--- config.mk ---
export PLATFORM = sky130hd
export DESIGN_NAME = dnd_store
export DESIGN_NICKNAME = d
export VERILOG_FILES = /design/src/sv/dnd_pkg.sv /design/src/sv/dnd_store.sv
export SDC_FILE = /design/constraint.sdc
export NUM_CORES = 2
export LEC_CHECK = 0
export BUFFER_PORTS_ARGS = -buffer_cell sky130_fd_sc_hd__buf_4
export CORE_MARGIN = 2
export CORE_UTILIZATION = 35
export CTS_CLUSTER_SIZE = 12
export DETAILED_ROUTE_END_ITERATION = 10
export GPL_TIMING_DRIVEN = 0
export PLACE_DENSITY = 0.51
export SLEW_MARGIN = 10
export SYNTH_ARGS = -nofsm -noshare
export SYNTH_HDL_FRONTEND = slang
export SYNTH_SLANG_ARGS = --single-unit
export TNS_END_PERCENT = 100
--- constraint.sdc ---
create_clock -name clk -period 2.09 [get_ports clk]
set_clock_uncertainty 0.05 [all_clocks]
set_input_delay 0.1045 -clock clk [delete_from_list [all_inputs] [get_ports clk]]
set_output_delay 0.1045 -clock clk [all_outputs]
set_load 0.005 [all_outputs]
--- src/sv/dnd_pkg.sv ---
package dnd_pkg;

  // Request opcodes
  localparam logic OP_LOAD  = 1'b0;
  localparam logic OP_PARSE = 1'b1;

  // Top two bits of a length byte
  localparam logic [1:0] TYPE_LABEL = 2'b00;
  localparam logic [1:0] TYPE_PTR   = 2'b11;

  // Label separator in the dotted text
  localparam logic [7:0] DOT_CHAR = 8'h2E;

  // Name bytes per result chunk
  localparam logic [3:0] CHUNK_BYTES = 4'd8;

  // Width of the next offset field
  localparam int unsigned NEXT_W = 10;

  // Final status of a parse
  typedef enum logic [2:0] {
    ST_OK        = 3'd0,
    ST_END       = 3'd1,
    ST_TRUNC_PTR = 3'd2,
    ST_PTR_OOB   = 3'd3,
    ST_LOOP      = 3'd4,
    ST_BAD_TYPE  = 3'd5,
    ST_TOO_LONG  = 3'd6
  } status_t;

endpackage

--- src/sv/dnd_store.sv ---
module dnd_store import dnd_pkg::*; #(
  parameter int unsigned PACKET_BYTES = 512,
  localparam int unsigned AW = $clog2(PACKET_BYTES)
) (
  input  logic          clk,
  input  logic          wr_en,
  input  logic [AW-1:0] wr_addr,
  input  logic [7:0]    wr_data,
  input  logic          rd_en,
  input  logic [AW-1:0] rd_addr,
  output logic [7:0]    rd_data
);

  logic [7:0] mem [PACKET_BYTES];
  logic [7:0] rd_data_r;

  // Write port
  always_ff @(posedge clk) begin
    if (wr_en) begin
      mem[wr_addr] <= wr_data;
    end
  end

  // Read port, data held until the next read
  always_ff @(posedge clk) begin
    if (rd_en) begin
      rd_data_r <= mem[rd_addr];
    end
  end

  assign rd_data = rd_data_r;

endmodule

==> out/results.txt <==
CTS max path bufs -> 4
CTS root buf -> clkbuf_16
TritonRoute pass-1 iters -> 8
power share of the combinational group -> 7.0%
initial antenna violation count -> 60
failing checks -> negative hold slack, max-capacitance violations, max-slew violations, negative setup slack
power density over cell area -> 937.4 mW/mm²
Clk pwr share -> 41.6%
TNS Setup -> -43,770 ps
clk_lat worst skew -> 1100 ps
status -> finished, violations left
Setup crit end kind -> register
compound-gate portion of the synthesized area -> 4.311%
worst-path fanout max -> 10
Tot GR Track Use -> 27.25%
asr flop ratio synth -> 0%
synthesized flop and latch total -> 4,104
final hold vios -> 28
GPL Wtd Cong -> 0.9620
Max Freq -> 341.9 MHz
Worst slew margin -> -1.110%
grt met1 use -> 35.03%
chip width -> 680.1 µm
clock-pin slew on the worst setup and hold paths -> 60 ps
P_leak -> 58.76 nW
Synthesis Warnings -> 0
Starting Density -> 35.10%
Syn Nets -> 8,059
die span in y -> 680.1 µm
Post-Synth Adder-Cell Area -> 0%
GR Layer Usage met3 -> 7.713%
minimum hold slack -> -23.01 ps
internal cell power -> 134.8 mW
Post-DP HPWL -> 461.1 mm
Max VDD drop -> 0.7701 mV
post-DR wirelength/cell -> 43.03 µm
die area -> 0.4626 mm²
post-synthesis sequential area ratio -> 77.02%
Simple-Gate Fraction of Synth Area -> 2.630%
Tcrit/Tclk final -> 139.9%
EDFF count, synth -> 4,104
Initial DRC Count -> 14,249
fin crit period -> 2924 ps
CTS Sinks -> 4,104
I/O Buffers -> 32
Post-Syn Instances -> 8,030
mapped cell area -> 0.1600 mm²
nets@finish -> 8,681
Area Growth Syn to Fin -> 17.57%
Sw Share -> 23.55%
via/cell ratio -> 6.072
total wire length -> 645.7 mm
Worst Slack Setup Final -> -834.4 ps
share of post-route cells with drive strength above 1 -> 26.65%
H-tree levels -> 5
max cap viols -> 1
num rows -> 248
drt drc -> 0
worst-margin pin slew -> 1505 ps
CP Launch Type -> input pin
Seq pwr share -> 51.4%
max-slew violation count -> 9
io pins -> 37
NetSw -> 41.54 mW
CTS tree -> yes
first-pass GRT wire length -> 830.1 mm
Synth cell types -> 50
Synth Area in XOR/XNOR -> 0%
M2 GR Usage -> 41.08%
vias in the first global route -> 86,985
busiest layer in global routing -> met2
RSZ-0062 raised after global routing -> true
synthesized area per cell -> 19.93 µm²
Overflow after GRT -> 0
largest family of logic cells by synthesized area -> multiplexers
multiplexer share of the synthesized area -> 14.19%
final setup violation count -> 782
Post-synth top flop -> edfxtp_1
CTS Buf Count -> 429
# fillers -> 39,899
Vias -> 91,120
largest net degree at the start of global routing -> 149
core region area -> 0.4558 mm²
Critical Path AT -> 3750 ps
ANT nets after route -> 0
Worst Hold Class -> input pin to register
final core occ -> 41.27%
crit path kind -> input pin to register
Critical Path RT -> 2920 ps
## power by group through the flow
stage / logic [mW] / registers, mW / clock network, mW
after floorplan: 4.35 / 92.4 / 0
after global placement: 10.8 / 92.8 / 0
after detailed placement: 11.4 / 92.4 / 0
after CTS: 11.8 / 90.7 / 73.7
after global routing: 12.2 / 90.7 / 76.7
final: 12.3 / 90.7 / 73.3
## critical path, cell delays in order
cell and delay [ps]:
buf_4 230, clkinvlp_4 520, buf_2 500, nand3_1 430, a21oi_2 90, nor4_4 580
nand4_1 340, nor4_4 490, o2111a_2 420
## synthesized netlist by cell type (13+ instances only)
cell	number	area, µm²
o31ai_1	13	97.59
clkbuf_1	265	994.7
nand4_1	32	200.2
o221ai_1	371	3249
nor4_1	36	225.2
buf_4	70	525.5
edfxtp_1	4104	123200
and2_1	20	125.1
o21ai_0	118	590.6
nor2_1	597	2241
mux4_2	654	14730
mux2i_1	797	7978
nand3_1	36	180.2
buf_2	57	285.3
nand2_1	111	416.7
a21oi_1	194	970.9
a22oi_1	61	457.9
buf_6	64	720.7
nor3_1	109	545.5
a211oi_1	17	127.6
buf_1	41	153.9
o22ai_1	163	1020
## cells in the final DEF (no fill, tap or decap), types with 108 or more instances in the layout
cell type,count
buf_4,120
clkbuf_16,435
mux2i_1,795
nor2_1,248
o22ai_1,153
clkbuf_1,183
a21oi_1,172
clkinv_1,108
clkbuf_2,121
mux4_2,654
o221ai_1,279
buf_6,111
edfxtp_1,4104
nor2_2,246
## per-layer routing
metal | share of wire, % | vias up
met5 | 0.014 | -
met4 | 7.1 | 14
met3 | 11 | 1307
met2 | 44 | 6015
met1 | 37 | 48966
li1 | - | 34818
## state kept, by name, indices dropped and copies added, names as in the netlist
register,count
rd_data,8
mem,4096
## per-stage QoR
stage                     area [µm²]  std cells  power [mW]  worst slack [ps]
after detailed placement      171000      14188       103.8             -3496
final                         188100      15006       176.4            -834.4
after global routing          188100      14979       179.6            -667.0
after floorplan               160200       8030       96.79            -54.44
after global placement        167900      14062       103.6             -6065
after CTS                     186300      14970       176.2            -648.6
## worst paths after layout
path	startpoint	endpoint	slack, ps	cells after the start
setup / recovery	rd_addr[2]	rd_data[5]	-830	9
hold / removal	wr_en	mem[1][1]	-20	4
setup reg to reg	mem[185][2]	rd_data[2]	-780	7
hold reg to reg	mem[274][6]	rd_data[6]	1410	6
## layout make-up
class / instances / area, µm² / share of cell area (%)
clock buffers: 555 / 11340 / 6.026
well taps: 6000 / 7507 / 3.991
diodes: 29 / 72.57 / 0.03858
inverters: 3 / 15.01 / 0.007981
clock inverters: 201 / 1768 / 0.9398
multi-input cells: 3410 / 36900 / 19.62
plain buffers: 512 / 3880 / 2.062
repair buffers: 192 / 3401 / 1.808
flip-flops and latches: 4104 / 123200 / 65.51
## what timing repair did
| action | in CTS | in global routing |
|---|---|---|
| hold buffers | 16 | 3 |
| pin swaps | 53 | 38 |
| setup buffers | 14 | 4 |
| endpoints found under the setup margin | 555 | 2664 |
| hold endpoints to repair | 1785 | 64 |
| resized for setup | 531 | 513 |
## cells by family after synthesis
logic type / count (synthesis)
and+or+nand+nor: 980
muxes: 1451
AOI/OAI and AO/OA: 979
buffers and inverters: 516
DFF: 4104
Power figures use the tool's default switching activity.
