[src/sv/dnd_pkg.sv]
package dnd_pkg;

  // Request opcodes
  localparam logic OP_LOAD  = 1'b0;
  localparam logic OP_PARSE = 1'b1;

  // Top two bits of a length byte
  localparam logic [1:0] TYPE_LABEL = 2'b00;
  localparam logic [1:0] TYPE_PTR   = 2'b11;

  // Label separator in the dotted text
  localparam logic [7:0] DOT_CHAR = 8'h2E;

  // Name bytes per result chunk
  localparam logic [3:0] CHUNK_BYTES = 4'd8;

  // Width of the next offset field
  localparam int unsigned NEXT_W = 10;

  // Final status of a parse
  typedef enum logic [2:0] {
    ST_OK        = 3'd0,
    ST_END       = 3'd1,
    ST_TRUNC_PTR = 3'd2,
    ST_PTR_OOB   = 3'd3,
    ST_LOOP      = 3'd4,
    ST_BAD_TYPE  = 3'd5,
    ST_TOO_LONG  = 3'd6
  } status_t;

endpackage

[src/sv/dnd_loader.sv]
module dnd_loader import dnd_pkg::*; #(
  parameter int unsigned PACKET_BYTES = 512,
  localparam int unsigned AW = $clog2(PACKET_BYTES),
  localparam int unsigned LW = $clog2(PACKET_BYTES + 1)
) (
  input  logic          clk,
  input  logic          rst_n,
  input  logic          load_fire,
  input  logic [7:0]    packet_byte,
  input  logic          packet_end,
  output logic          wr_en,
  output logic [AW-1:0] wr_addr,
  output logic [7:0]    wr_data,
  output logic [LW-1:0] pkt_len
);

  logic [LW-1:0] wpos_r;
  logic [LW-1:0] len_r;
  logic          closed_r;
  logic [LW-1:0] wpos_eff;
  logic          room;

  // A closed packet restarts at position zero
  assign wpos_eff = closed_r ? '0 : wpos_r;
  assign room     = wpos_eff < LW'(PACKET_BYTES);

  assign wr_en   = load_fire && room;
  assign wr_addr = wpos_eff[AW-1:0];
  assign wr_data = packet_byte;
  assign pkt_len = len_r;

  always_ff @(posedge clk) begin
    if (!rst_n) begin
      wpos_r   <= '0;
      len_r    <= '0;
      closed_r <= 1'b1;
    end else if (load_fire) begin
      if (room) begin
        wpos_r <= wpos_eff + LW'(1);
        len_r  <= wpos_eff + LW'(1);
      end else if (closed_r) begin
        wpos_r <= '0;
        len_r  <= '0;
      end
      closed_r <= packet_end;
    end
  end

endmodule

[config.mk]
export PLATFORM = sky130hd
export DESIGN_NAME = dnd_loader
export DESIGN_NICKNAME = d
export VERILOG_FILES = /design/src/sv/dnd_pkg.sv /design/src/sv/dnd_loader.sv
export SDC_FILE = /design/constraint.sdc
export NUM_CORES = 1
export LEC_CHECK = 0
export ABC_AREA = 0
export BUFFER_PORTS_ARGS = -buffer_cell sky130_fd_sc_hd__buf_2
export CORE_ASPECT_RATIO = 0.8
export CORE_MARGIN = 2
export CORE_UTILIZATION = 45
export CTS_CLUSTER_DIAMETER = 50
export DETAILED_ROUTE_END_ITERATION = 7
export GPL_ROUTABILITY_DRIVEN = 0
export PLACE_DENSITY = 0.78
export SETUP_SLACK_MARGIN = 0.15
export SYNTH_ARGS = -nofsm -noshare
export SYNTH_HDL_FRONTEND = slang
export SYNTH_SLANG_ARGS = --single-unit
[constraint.sdc]
create_clock -name clk -period 3.1 [get_ports clk]
set_clock_uncertainty 0.2 [all_clocks]
set_input_delay 0.155 -clock clk [delete_from_list [all_inputs] [get_ports clk]]
set_output_delay 0.155 -clock clk [all_outputs]
set_load 0.02 [all_outputs]
==> out/results.tsv <==
metric	value	unit
GR Util All Layers	19.0	%
most frequent cells after synthesis	dfxtp_1 (21), nand3_1 (11), nand2_1 (10)	
area leader, netlist	dfxtp_1	
vias post-DR	1226	
top cells by area, synth	dfxtp_1 (33%), buf_4 (4.7%), nand3_1 (4.3%)	
worst path required time	2.74	ns
Buffers on Ports	23	
post-synthesis register bit count	21	
CTS max path bufs	2	
CTS H-tree depth	1	
WL/cell	15.4	um
synth warn	0	
outcome	complete, no violations	
Setup WS post-layout	0.532	ns
post-synth cell types	42	
Worst Setup End Kind	output port	
Internal Power	0.345	mW
sw frac	27.0	%
Vias/cell	6.16	
Reg2Reg Setup Slack	0.71	ns
XOR/XNOR Fraction of Synth Area	0.689	%
final period utilization	82.8	%
ANT cells	0	
Final Hold Viols	0	
Post-CTS Setup Inserts	0	
Slew HR	44.0	%
PD cells	350	mW/mm^2
Async S/R FF share, synth	0	%
NetSw	0.127	mW
drt first-iter violations	129	
Main synth FF type	dfxtp_1	
synthesized area per cell	8.25	um^2
DRC viols	0	
multiplexer share of the synthesized area	2.36	%
share of layout cells above drive strength 1	18.0	%
Logic pwr share	10.1	%
Setup CP Type	register to output port	
area of the multi-input gates	698	um^2
clock-pin slew on the worst setup and hold paths	0.12	ns
Least-Margin Pin Slew	0.838	ns
Area growth syn-to-layout	6.20	%
boundary pin count	40	
Placed Cells	193	
post-synthesis adder-cell area fraction	1.97	%
Leakage	0.532	nW
FF/Latch Area	420	um^2
Num CTS Buffers	3	
Final Slew Violations	0	
Fmax	389	MHz
worst path arrival time	2.21	ns
HP Class	input port to register	
Detailed Place HPWL	2.08	mm
Net Count, Synth	168	
Core Region	0.00272	mm^2
Post-DRT Antenna Nets	0	
clock group share of total power	29.1	%
Post-Synthesis Cells	154	
Root Driver	clkbuf_4	
Post-Layout Inst Area	0.00135	mm^2
CP max FO	21	
RSZ-0062 raised after global routing	no	
Initial Util	46.7	%
Worst setup SP type	register	
Hold Buf Count CTS	2	
non-filler cells, final	199	
layout net count	176	
vias in the first global route	1013	
first-pass GRT wire length	4.94	mm
Die Ht	51.5	um
largest net degree at the start of global routing	22	
Die ar.	0.00327	mm^2
largest family of logic cells by synthesized area	simple AND/OR/NAND/NOR gates	
fin crit period	2.57	ns
cells resized by post-CTS repair	0	
Post-synth EDFFs	0	
dpl ws	0.785	ns
# rows	17	
top cell type's share of synthesized area	33.1	%
Seq/Total Area, Yosys	33.1	%
GRT overflow	0	
first drt pass iteration count	4	
Syn Std Cell Area	0.00127	mm^2
Clock Latency Late Sink	0.31	ns
compound-gate portion of the synthesized area	21.9	%
Max rail drop VDD	0.188	mV
CTS tree	built	
Final setup viols	0	
CTS sink count	21	
count leader, synth	dfxtp_1	
routed wire length	3.06	mm
TNS Setup	0	ns
Simple-Gate Fraction of Synth Area	28.0	%
dpl cell area	0.00130	mm^2
Max Cap Viol	0	
initial antenna violation count	0	
DIE WIDTH	63.4	um
Seq pwr share	60.7	%
fill cell count	281	
## layout make-up
class                      count  area share, %
sequential                    21           31.1
tap                           38           3.52
inverter                       6           1.67
multi-input combinational    105           51.7
timing repair buffer          25           10.0
clock buffer                   4           1.95
## sequential cells by signal, indices dropped and copies added (netlist names)
register,flops
closed_r,1
pkt_len,10
wpos_r,10
## critical path, stage by stage, from the launching register on
cell	delay [ns]
dfxtp_1	0.74
nor2b_1	0.36
nor2_1	0.52
buf_2	0.27
## routing by layer
metal	global-route usage [%]	share of wire (%)
met5	0	0
met4	3.62	0.75
met3	4.33	8.7
met2	28.4	45
met1	28.2	45
## power by group through the flow
| stage | clock network, mW | registers [mW] | logic [mW] |
|---|---|---|---|
| after floorplan | 0 | 0.290 | 0.0519 |
| after global placement | 0 | 0.292 | 0.0451 |
| after detailed placement | 0 | 0.293 | 0.0458 |
| after CTS | 0.143 | 0.286 | 0.0478 |
| after global routing | 0.155 | 0.288 | 0.0524 |
| final | 0.138 | 0.287 | 0.0478 |
## logic make-up (layout without fill, tap and decap cells)
kind of cell    Yosys count  in the layout
fa+ha+maj                 2              2
flops                    21             21
simple gates             58             58
mux                       3              3
compound gates           41             41
buf+inv                  28             35
xor+xnor                  1              1
## placed cells by master, fill, tap and decap left out, drive strengths merged, types with 2 or more instances in the layout
cell type / Yosys / final
a221oi: 2 / 2
a31oi: 2 / 2
o311ai: 2 / 2
o211ai: 5 / 5
or4: 6 / 6
nor2: 2 / 2
dfxtp: 21 / 21
a311oi: 2 / 2
mux2i: 3 / 3
nand2: 10 / 10
or3: 2 / 2
o31ai: 3 / 3
a21oi: 9 / 9
and2b: 4 / 4
a211oi: 4 / 4
nand3: 11 / 11
inv: 6 / 6
nand4: 3 / 3
nand2b: 3 / 3
ha: 2 / 2
buf: 16 / 23
nor3b: 2 / 2
clkbuf: 6 / 4
o21ai: 7 / 7
dlygate4sd3: 0 / 2
nor2b: 5 / 5
nand4b: 4 / 4
## path summary, 6_finish.rpt
check	start	end	cells after the start
setup / recovery	closed_r	wr_en	3
hold / removal	rst_n	wpos_r[3]	2
setup reg to reg	closed_r	wpos_r[0]	4
hold reg to reg	pkt_len[0]	pkt_len[0]	2
## per-stage QoR
stage / util, % / power, mW / hold WS, ns
final: 49.6 / 0.472 / 0.0243
after global routing: 49.6 / 0.496 / 0.0189
after CTS: 49.6 / 0.477 / 0.0102
after detailed placement: 47.9 / 0.338 / 0.110
after global placement: 47.9 / 0.337 / 0.110
after floorplan: - / 0.342 / 0.0836
(Power assumes the default switching activity.)
