<file path="src/sv/dnd_pkg.sv">
package dnd_pkg;

  // Request opcodes
  localparam logic OP_LOAD  = 1'b0;
  localparam logic OP_PARSE = 1'b1;

  // Top two bits of a length byte
  localparam logic [1:0] TYPE_LABEL = 2'b00;
  localparam logic [1:0] TYPE_PTR   = 2'b11;

  // Label separator in the dotted text
  localparam logic [7:0] DOT_CHAR = 8'h2E;

  // Name bytes per result chunk
  localparam logic [3:0] CHUNK_BYTES = 4'd8;

  // Width of the next offset field
  localparam int unsigned NEXT_W = 10;

  // Final status of a parse
  typedef enum logic [2:0] {
    ST_OK        = 3'd0,
    ST_END       = 3'd1,
    ST_TRUNC_PTR = 3'd2,
    ST_PTR_OOB   = 3'd3,
    ST_LOOP      = 3'd4,
    ST_BAD_TYPE  = 3'd5,
    ST_TOO_LONG  = 3'd6
  } status_t;

endpackage

</file>
<file path="src/sv/dnd_walker.sv">
module dnd_walker import dnd_pkg::*; #(
  parameter int unsigned PACKET_BYTES   = 512,
  parameter int unsigned MAX_NAME_BYTES = 255,
  localparam int unsigned AW   = $clog2(PACKET_BYTES),
  localparam int unsigned LW   = $clog2(PACKET_BYTES + 1),
  localparam int unsigned CW   = (LW > 9) ? LW : 9,
  localparam int unsigned CMPW = ((CW > 14) ? CW : 14) + 1
) (
  input  logic                clk,
  input  logic                rst_n,
  input  logic                start,
  input  logic [8:0]          start_offset,
  input  logic [LW-1:0]       pkt_len,
  output logic                busy,
  output logic                rd_en,
  output logic [AW-1:0]       rd_addr,
  input  logic [7:0]          rd_data,
  output logic                out_valid,
  input  logic                out_ready,
  output logic [63:0]         out_name_chunk,
  output logic [3:0]          out_chunk_bytes,
  output logic                out_last,
  output logic [NEXT_W-1:0]   out_next_offset,
  output logic [2:0]          out_status
);

  typedef enum logic [2:0] {S_IDLE, S_HEAD, S_TYPE, S_PTR, S_LBL, S_FIN} state_t;

  state_t            state_r;
  logic [CW-1:0]     cur_r;
  logic [5:0]        rem_r;
  logic [5:0]        hi_r;
  logic              jumped_r;
  logic [LW:0]       jumps_r;
  logic [NEXT_W-1:0] next_r;
  logic [7:0]        nlen_r;
  logic [63:0]       chunk_r;
  logic [3:0]        cnt_r;
  status_t           stat_r;

  logic              out_valid_r;
  logic [63:0]       out_chunk_r;
  logic [3:0]        out_bytes_r;
  logic              out_last_r;
  logic [NEXT_W-1:0] out_next_r;
  logic [2:0]        out_status_r;

  logic [CMPW-1:0]   len_x, cur_x, cur1_x, cur2_x, lbl_end_x, ptr_x, jumps_x;
  logic [LW:0]       jumps_inc;
  logic              stall, out_free, name_full, is_ptr, is_label;
  logic              put_en;
  logic [7:0]        put_val;

  // Cursor arithmetic and compares
  assign len_x     = CMPW'(pkt_len);
  assign cur_x     = CMPW'(cur_r);
  assign cur1_x    = cur_x + CMPW'(1);
  assign cur2_x    = cur_x + CMPW'(2);
  assign lbl_end_x = cur1_x + CMPW'(rd_data[5:0]);
  assign ptr_x     = CMPW'({hi_r, rd_data});
  assign jumps_inc = jumps_r + (LW+1)'(1);
  assign jumps_x   = CMPW'(jumps_inc);

  // A full chunk blocks the walk until it moves to the output register
  assign stall     = (cnt_r == CHUNK_BYTES);
  assign out_free  = !out_valid_r || out_ready;
  assign name_full = nlen_r >= 8'(MAX_NAME_BYTES);
  assign is_ptr    = (rd_data[7:6] == TYPE_PTR);
  assign is_label  = (rd_data[7:6] == TYPE_LABEL);

  // Store reads and name byte appends for this cycle
  always_comb begin
    rd_en   = 1'b0;
    rd_addr = cur_r[AW-1:0];
    put_en  = 1'b0;
    put_val = rd_data;
    if (!stall) begin
      unique case (state_r)
        S_HEAD: begin
          rd_en = (cur_x < len_x);
        end
        S_TYPE: begin
          rd_addr = cur1_x[AW-1:0];
          if (is_ptr) begin
            rd_en = (cur1_x < len_x);
          end else if (is_label && rd_data != 8'd0 && lbl_end_x <= len_x &&
                       !(nlen_r != 8'd0 && name_full)) begin
            rd_en   = 1'b1;
            put_en  = (nlen_r != 8'd0);
            put_val = DOT_CHAR;
          end
        end
        S_LBL: begin
          rd_addr = cur1_x[AW-1:0];
          put_en  = !name_full;
          rd_en   = !name_full && (rem_r > 6'd1);
        end
        S_IDLE, S_PTR, S_FIN: ;
        default: ;
      endcase
    end
  end

  // Walk state, chunk assembly and output register
  always_ff @(posedge clk) begin
    if (!rst_n) begin
      state_r     <= S_IDLE;
      cnt_r       <= '0;
      out_valid_r <= 1'b0;
    end else begin
      // Output register: full chunks first, then the last result
      if (stall && out_free) begin
        out_valid_r  <= 1'b1;
        out_chunk_r  <= chunk_r;
        out_bytes_r  <= CHUNK_BYTES;
        out_last_r   <= 1'b0;
        out_next_r   <= '0;
        out_status_r <= ST_OK;
        chunk_r      <= '0;
        cnt_r        <= '0;
      end else if (state_r == S_FIN && out_free) begin
        out_valid_r  <= 1'b1;
        out_chunk_r  <= (stat_r == ST_OK) ? chunk_r : '0;
        out_bytes_r  <= (stat_r == ST_OK) ? cnt_r : '0;
        out_last_r   <= 1'b1;
        out_next_r   <= (stat_r == ST_OK) ? next_r : '0;
        out_status_r <= stat_r;
      end else if (out_ready) begin
        out_valid_r <= 1'b0;
      end

      // Append one name byte
      if (put_en) begin
        chunk_r[{cnt_r[2:0], 3'b000} +: 8] <= put_val;
        cnt_r  <= cnt_r + 4'd1;
        nlen_r <= nlen_r + 8'd1;
      end

      unique case (state_r)
        S_IDLE: begin
          if (start) begin
            cur_r    <= CW'(start_offset);
            jumped_r <= 1'b0;
            jumps_r  <= '0;
            next_r   <= '0;
            nlen_r   <= '0;
            chunk_r  <= '0;
            cnt_r    <= '0;
            state_r  <= S_HEAD;
          end
        end
        S_HEAD: begin
          if (!stall) begin
            if (cur_x >= len_x) begin
              stat_r  <= ST_END;
              state_r <= S_FIN;
            end else begin
              state_r <= S_TYPE;
            end
          end
        end
        S_TYPE: begin
          if (!stall) begin
            if (is_ptr) begin
              if (cur1_x >= len_x) begin
                stat_r  <= ST_TRUNC_PTR;
                state_r <= S_FIN;
              end else begin
                hi_r    <= rd_data[5:0];
                state_r <= S_PTR;
              end
            end else if (!is_label) begin
              stat_r  <= ST_BAD_TYPE;
              state_r <= S_FIN;
            end else if (rd_data == 8'd0) begin
              // Root label ends the name
              if (!jumped_r) begin
                next_r <= cur1_x[NEXT_W-1:0];
              end
              stat_r  <= ST_OK;
              state_r <= S_FIN;
            end else if (lbl_end_x > len_x) begin
              stat_r  <= ST_END;
              state_r <= S_FIN;
            end else if (nlen_r != 8'd0 && name_full) begin
              stat_r  <= ST_TOO_LONG;
              state_r <= S_FIN;
            end else begin
              cur_r   <= CW'(cur1_x);
              rem_r   <= rd_data[5:0];
              state_r <= S_LBL;
            end
          end
        end
        S_PTR: begin
          if (!stall) begin
            if (ptr_x >= len_x) begin
              stat_r  <= ST_PTR_OOB;
              state_r <= S_FIN;
            end else begin
              // First pointer fixes the offset after the name
              if (!jumped_r) begin
                next_r <= cur2_x[NEXT_W-1:0];
              end
              jumped_r <= 1'b1;
              cur_r    <= CW'(ptr_x);
              jumps_r  <= jumps_inc;
              if (jumps_x > len_x) begin
                stat_r  <= ST_LOOP;
                state_r <= S_FIN;
              end else begin
                state_r <= S_HEAD;
              end
            end
          end
        end
        S_LBL: begin
          if (!stall) begin
            if (name_full) begin
              stat_r  <= ST_TOO_LONG;
              state_r <= S_FIN;
            end else begin
              cur_r <= CW'(cur1_x);
              rem_r <= rem_r - 6'd1;
              if (rem_r == 6'd1) begin
                state_r <= S_HEAD;
              end
            end
          end
        end
        S_FIN: begin
          if (!stall && out_free) begin
            state_r <= S_IDLE;
          end
        end
        default: state_r <= S_IDLE;
      endcase
    end
  end

  assign busy            = (state_r != S_IDLE);
  assign out_valid       = out_valid_r;
  assign out_name_chunk  = out_chunk_r;
  assign out_chunk_bytes = out_bytes_r;
  assign out_last        = out_last_r;
  assign out_next_offset = out_next_r;
  assign out_status      = out_status_r;

endmodule

</file>
<file path="config.mk">
export PLATFORM = sky130hd
export DESIGN_NAME = dnd_walker
export DESIGN_NICKNAME = d
export VERILOG_FILES = /design/src/sv/dnd_pkg.sv /design/src/sv/dnd_walker.sv
export SDC_FILE = /design/constraint.sdc
export NUM_CORES = 1
export LEC_CHECK = 0
export BUFFER_PORTS_ARGS = -buffer_cell sky130_fd_sc_hd__buf_2
export CORE_ASPECT_RATIO = 2
export CORE_MARGIN = 2
export CORE_UTILIZATION = 40
export CTS_BUF_LIST = sky130_fd_sc_hd__clkbuf_8
export CTS_CLUSTER_SIZE = 24
export DETAILED_ROUTE_END_ITERATION = 7
export HOLD_SLACK_MARGIN = 0.02
export SLEW_MARGIN = 10
export SYNTH_ARGS = -nofsm -noshare
export SYNTH_HDL_FRONTEND = slang
export SYNTH_SLANG_ARGS = --single-unit
</file>
<file path="constraint.sdc">
create_clock -name clk -period 12.3 [get_ports clk]
set_clock_uncertainty 0.05 [all_clocks]
set_input_delay 2.46 -clock clk [delete_from_list [all_inputs] [get_ports clk]]
set_output_delay 2.46 -clock clk [all_outputs]
set_load 0.005 [all_outputs]
</file>
==> reports/metrics.csv, run 1 <==
stage,metric,value,unit
synthesis,synth_seq_cells,209,
pwr,pwr-share-comb,0.405,
synthesis,ys_warn_count,0,
synthesis,syn_nets,1193,
worst_setup_path,max_stage_delay,0.67,ns
routing,via_per_inst,5.599,
job,drv_cap,0,
worst_setup_path,endpoint_kind,output port,
pwr,internal_power,1.586,mW
clock_tree,clkTransAtPathRegs,0.06,ns
routing,drt_first_pass_iters,5,
sta,rsz0062_at_grt,false,
sta,worst_pin_slew,1.054,ns
clock_tree,post_cts_buffers,0,
sta,setup_tns,0,ns
sta,maxSlewViolCount,0,
floorplanning,dieWidth,126.7,µm
worst_setup_path,rrSetupSlack,6.30,ns
worst_setup_path,crit_required,9.79,ns
global_routing,antenna_found_initial,1,
clock_tree,cts_sinks,209,
worst_hold_path,hold_class,flop to flop,
routing,final_antenna_net_count,0,
synthesis,synth_top_area_frac,0.5008,
synthesis,syn_area,12050,µm²
clock_tree,cts_hold_buffers,0,
pwr,clockPowerShare,0.193,
placed_design,dp_hpwl,24380,µm
routing,wl_per_cell,20.40,µm
pwr,powerDensity,192.2,nW/µm²
pwr,power.total,2.614,mW
layout,area_delta_synth_final,12.86,%
placed_design,pre_cts_slack,3.367,ns
sta,setup_ws,3.289,ns
sta,setup_viol,0,
layout,nFillCells,2836,
worst_setup_path,critPathLaunchType,input port,
worst_setup_path,cp_slowest_cell,o31ai_2,
sta,slew_headroom,0.2946,
routing,vias,8958,
pwr,swShare,0.3932,
synthesis,netlist_instances,1093,
floorplanning,die_area,31620,µm²
synthesis,syn_area_per_cell,11.03,µm²
worst_setup_path,worstSetupPathType,input port to output port,
routing,wl,32640,µm
sta,holdWs,0.4907,ns
global_routing,grt_overflow,0,
clock_tree,ctsLongestPathBuffers,3,
global_routing,grt_pass1_wl,50360,µm
global_routing,grt_pass1_vias,9018,
global_routing,grt_use_total,0.2047,
layout,layout_commonest_cell,edfxtp_1,
synthesis,ys.flop_type,edfxtp_1,
layout,layout.nets,1315,
worst_setup_path,arrival,6.50,ns
layout,drive_gt1_frac,0.1709,
routing,drc_errors,0,
synthesis,async_flop_share,0,
status,status,completed,
placed_design,finalWeightedCongestion,0.9524,
pwr,leakage,5.397,nW
sta,max_freq,111.0,MHz
routing,initialDrtViolationCount,660,
synthesis,synth_edf_count,201,
synthesis,synth_area_leaders,"edfxtp_1, ha_1, mux2i_1",
clock_tree,clkLatencyLatePin,0.59,ns
clock_tree,h-tree-depth,1,
pwr,vdd.ir_drop.worst,0.0001062,V
global_routing,grt_max_degree,83,
sta,finalHoldViolations,0,
worst_setup_path,path_cells,buf_2 > ha_1 > inv_1 > fa_1 > nor2b_1 > o31a_1 > o21ai_1 > nand2_1 > nand3_1 > xnor2_1 > ha_1 > nand2_1 > or2_2 > a21oi_1 > o31ai_2 > nand2b_1 > or4_1 > a21oi_1 > buf_2,
sta,post-route-period-util,0.7326,
synthesis,synth_cell_type_count,80,
floorplanning,core_area,29620,µm²
floorplanning,die_h,249.5,µm
clock_tree,numCtsBuffers,31,
clock_tree,cts_tree,done,
clock_tree,post_cts_resized,0,
placed_design,io_buffer_count,124,
layout,final_cell_mix,"edfxtp_1, nand2_1, buf_2",
worst_setup_path,crit_fanout,9,
sta,period_needed,9.011,ns
pwr,power.switching,1.028,mW
synthesis,synth_area_leader_cell,edfxtp_1,
floorplanning,rows,89,
clock_tree,cts-root-buf,clkbuf_8,
floorplanning,io_pins,125,
pwr,seq_power_share,0.401,
synthesis,synth-seq-area-share,0.5141,
floorplanning,initial_core_util,0.4069,
layout,fin_util,0.4592,
[area by class of cell]
type	count	area (µm²)	area share
antenna	1	2.502	0.0001840
clock buffer	32	440.4	0.03238
clock inverter	21	87.58	0.006439
inverter	39	146.4	0.01076
multi-input combinational	794	5530	0.4066
sequential	209	6196	0.4555
tap	364	455.4	0.03348
timing repair buffer	140	743.2	0.05464
[per-layer routing]
metal	routed length [µm]	vias up	global-route usage
met5	0	-	0
met4	1915	0	0.1168
met3	1496	107	0.02444
met2	18030	316	0.3975
met1	11200	4299	0.2048
li1	-	4236	-
[final timing paths]
| path | end | from | cells past startpoint |
|---|---|---|---|
| hold / removal | out_next_offset[4] | next_r[4] | 1 |
| hold reg to reg | out_next_offset[4] | next_r[4] | 1 |
| setup / recovery | rd_en | rd_data[0] | 19 |
| setup reg to reg | rem_r[4] | cur_r[0] | 17 |
[critical path: cells and delay by family]
family          cells  cell delay [ns]
compound gates      5             1.26
simple gates        7             1.33
xor+xnor            1             0.16
fa+ha+maj           3             0.93
buf+inv             3             0.36
[registers in the layout, summed over array words and instances (netlist names), 4 cells and up]
| register | count |
|---|---|
| cur_r | 10 |
| rem_r | 6 |
| next_r | 10 |
| nlen_r | 8 |
| hi_r | 6 |
| chunk_r | 64 |
| out_name_chunk | 64 |
| out_chunk_bytes | 4 |
| jumps_r | 11 |
| cnt_r | 4 |
| out_next_offset | 10 |
[power groups by stage]
stage               clock [mW]  sequential [mW]  combinational, mW
CTS                      0.520             1.05               1.06
finish                   0.505             1.05               1.06
floorplan                    0             1.02              0.754
global route             0.543             1.07               1.17
detailed placement           0             1.06               1.05
global placement             0             1.06               1.04
[cells by family after synthesis]
kind of cell | share of synthesized area
adder cells (fa/ha/maj) | 0.07226
AO/OA/AOI/OAI | 0.1034
AND/OR/NAND/NOR | 0.1838
XOR/XNOR | 0.02762
buffers and inverters | 0.03000
flip-flops | 0.5141
multiplexers | 0.06883
[synthesized netlist by cell type (3+ instances only)]
cell	number
a211oi_1	7
a21o_1	13
a21oi_1	31
a31oi_1	8
and2_1	15
and3_1	24
buf_2	10
buf_4	3
clkbuf_1	36
dfxtp_1	8
edfxtp_1	201
ha_1	68
inv_1	38
mux2i_1	78
nand2_1	141
nand2b_1	11
nand3_1	40
nand4_1	10
nor2_1	56
nor2b_1	76
nor3_1	23
nor4_1	7
o211ai_1	8
o21a_1	10
o21ai_0	37
o21ai_4	3
o22ai_1	9
o31a_1	3
o31ai_1	4
or2_2	5
or3_1	6
or4_1	4
xnor2_1	26
xor2_1	12
[through the flow]
stage | instances | area, µm²
floorplan | 1093 | 12050
global placement | 1546 | 13070
detailed placement | 1546 | 13070
CTS | 1599 | 13600
global route | 1600 | 13600
finish | 1600 | 13600
(Power assumes the default switching activity.)
==> run 2, diff against run 1 <==
clock period = 9.4 ns   (was 12.3 ns; I/O delays follow)
==> reports/metrics.csv, run 2 (same netlist as run 1, synthesis figures left out) <==
stage,metric,value,unit,change
status,status,completed,,unchanged
routing,wl,32790,µm,was 32640 µm
clock_tree,cts-root-buf,clkbuf_8,,unchanged
clock_tree,h-tree-depth,2,,was 1
global_routing,grt_pass1_vias,9038,,was 9018
clock_tree,cts_sinks,209,,unchanged
worst_hold_path,hold_class,flop to flop,,unchanged
clock_tree,cts_hold_buffers,0,,unchanged
clock_tree,ctsLongestPathBuffers,3,,unchanged
pwr,powerDensity,257.9,nW/µm²,was 192.2 nW/µm²
clock_tree,post_cts_buffers,0,,unchanged
layout,fin_util,0.4628,,was 0.4592
sta,post-route-period-util,0.8351,,
routing,final_antenna_net_count,0,,unchanged
global_routing,grt_overflow,0,,unchanged
sta,finalHoldViolations,0,,unchanged
sta,setup_tns,0,ns,unchanged
layout,layout_commonest_cell,edfxtp_1,,unchanged
worst_setup_path,critPathLaunchType,input port,,unchanged
routing,drt_first_pass_iters,5,,unchanged
pwr,vdd.ir_drop.worst,0.0001286,V,was 0.0001062 V
floorplanning,die_area,31620,µm²,unchanged
clock_tree,clkTransAtPathRegs,0.07,ns,was 0.06 ns
layout,stdcell_count,1606,,was 1600
floorplanning,rows,89,,unchanged
layout,final_cell_area,13710,µm²,was 13600 µm²
worst_setup_path,crit_required,7.47,ns,was 9.79 ns
global_routing,grt_max_degree,83,,unchanged
placed_design,finalWeightedCongestion,0.9540,,was 0.9524
sta,setup_viol,0,,unchanged
placed_design,dp_cells,1544,,was 1546
clock_tree,numCtsBuffers,34,,was 31
layout,drive_gt1_frac,0.1742,,was 0.1709
layout,nFillCells,2847,,was 2836
sta,slew_headroom,0.2847,,was 0.2946
worst_setup_path,rr_worst_depth,17,,unchanged
routing,initialDrtViolationCount,566,,was 660
global_routing,grt_pass1_wl,50540,µm,was 50360 µm
global_routing,grt_use_total,0.2069,,was 0.2047
routing,vias,8815,,was 8958
routing,wl_per_cell,20.41,µm,was 20.40 µm
sta,rsz0062_at_grt,false,,unchanged
worst_setup_path,arrival,5.92,ns,was 6.50 ns
routing,drc_errors,0,,unchanged
layout,area_delta_synth_final,13.76,%,was 12.86%
job,drv_cap,0,,unchanged
placed_design,dp_hpwl,24530,µm,was 24380 µm
routing,via_per_inst,5.489,,was 5.599
floorplanning,core_area,29620,µm²,unchanged
pwr,leakage,5.415,nW,was 5.397 nW
global_routing,antenna_found_initial,2,,was 1
worst_setup_path,worstSetupPathType,input port to output port,,unchanged
sta,period_needed,7.850,ns,
clock_tree,post_cts_resized,0,,unchanged
floorplanning,die_h,249.5,µm,unchanged
layout,layout.nets,1316,,was 1315
floorplanning,io_pins,125,,unchanged
clock_tree,cts_tree,done,,unchanged
sta,max_freq,127.4,MHz,
sta,maxSlewViolCount,0,,unchanged
placed_design,placed_cell_area,13060,µm²,was 13070 µm²
floorplanning,dieWidth,126.7,µm,unchanged
clock_tree,clkLatencyLatePin,0.55,ns,was 0.59 ns
sta,worst_pin_slew,1.069,ns,was 1.054 ns
floorplanning,initial_core_util,0.4069,,unchanged
layout,final_cell_mix,"edfxtp_1, nand2_1, buf_2",,unchanged
sta,holdWs,0.4865,ns,was 0.4907 ns
worst_setup_path,crit_fanout,9,,unchanged
worst_setup_path,endpoint_kind,output port,,unchanged
placed_design,io_buffer_count,124,,unchanged
worst_hold_path,hold_path_depth,1,,unchanged
## run 2: changes by cell type in the layout (fill, tap and decap cells not counted), sizes merged
cell	delta
clkinv	+4
inv	-4
clkbuf	+3
buf	-2
bufinv	+2
clkinvlp	+2
diode	+1
## run 2: per-stage QoR
stage               setup WS (ns)  power (mW)
floorplan                   2.458       2.318
global route                1.285       3.752
finish                      1.550       3.536
CTS                         1.609       3.556
detailed placement          1.631       2.769
global placement            1.690       2.737
## run 2: per-layer routing
layer,part of all wire,global-route usage,routed length (µm)
met5,0,0,0
met4,0.055,0.1149,1788
met3,0.038,0.02787,1244
met2,0.56,0.4029,18320
met1,0.35,0.2054,11440
## run 2: critical path, stage by stage
cell,delay [ns]
buf_2,0.14
ha_1,0.21
inv_1,0.07
fa_1,0.40
nor2b_1,0.16
o31a_1,0.16
o21ai_1,0.13
nand2_1,0.13
nand3_1,0.10
xnor2_1,0.16
ha_1,0.32
nand2_1,0.10
or2_2,0.12
a21oi_1,0.05
o31ai_2,0.71
nand2b_1,0.14
or4_1,0.57
a21oi_1,0.23
buf_2,0.15
## run 2: area by class of cell
class                           instances  area, µm²  area share
Clock buffer                           35      481.7     0.03514
Multi-Input combinational cell        794       5530      0.4034
Antenna cell                            2      5.005   0.0003651
Timing Repair Buffer                  138      728.2     0.05312
Inverter                               39      146.4     0.01068
Clock inverter                         25      166.4     0.01214
Tap cell                              364      455.4     0.03322
Sequential cell                       209       6196      0.4519
## run 2: final timing paths
path / from / end / slack, ns
setup / recovery: rd_data[0] / rd_en / 1.55
hold / removal: next_r[9] / out_next_offset[9] / 0.49
hold reg to reg: next_r[9] / out_next_offset[9] / 0.49
setup reg to reg: cur_r[0] / rem_r[3] / 3.52
## run 2: power breakdown
part           switching, mW  internal, mW
registers              0.125          1.25
logic                  0.873         0.512
clock network          0.374         0.405
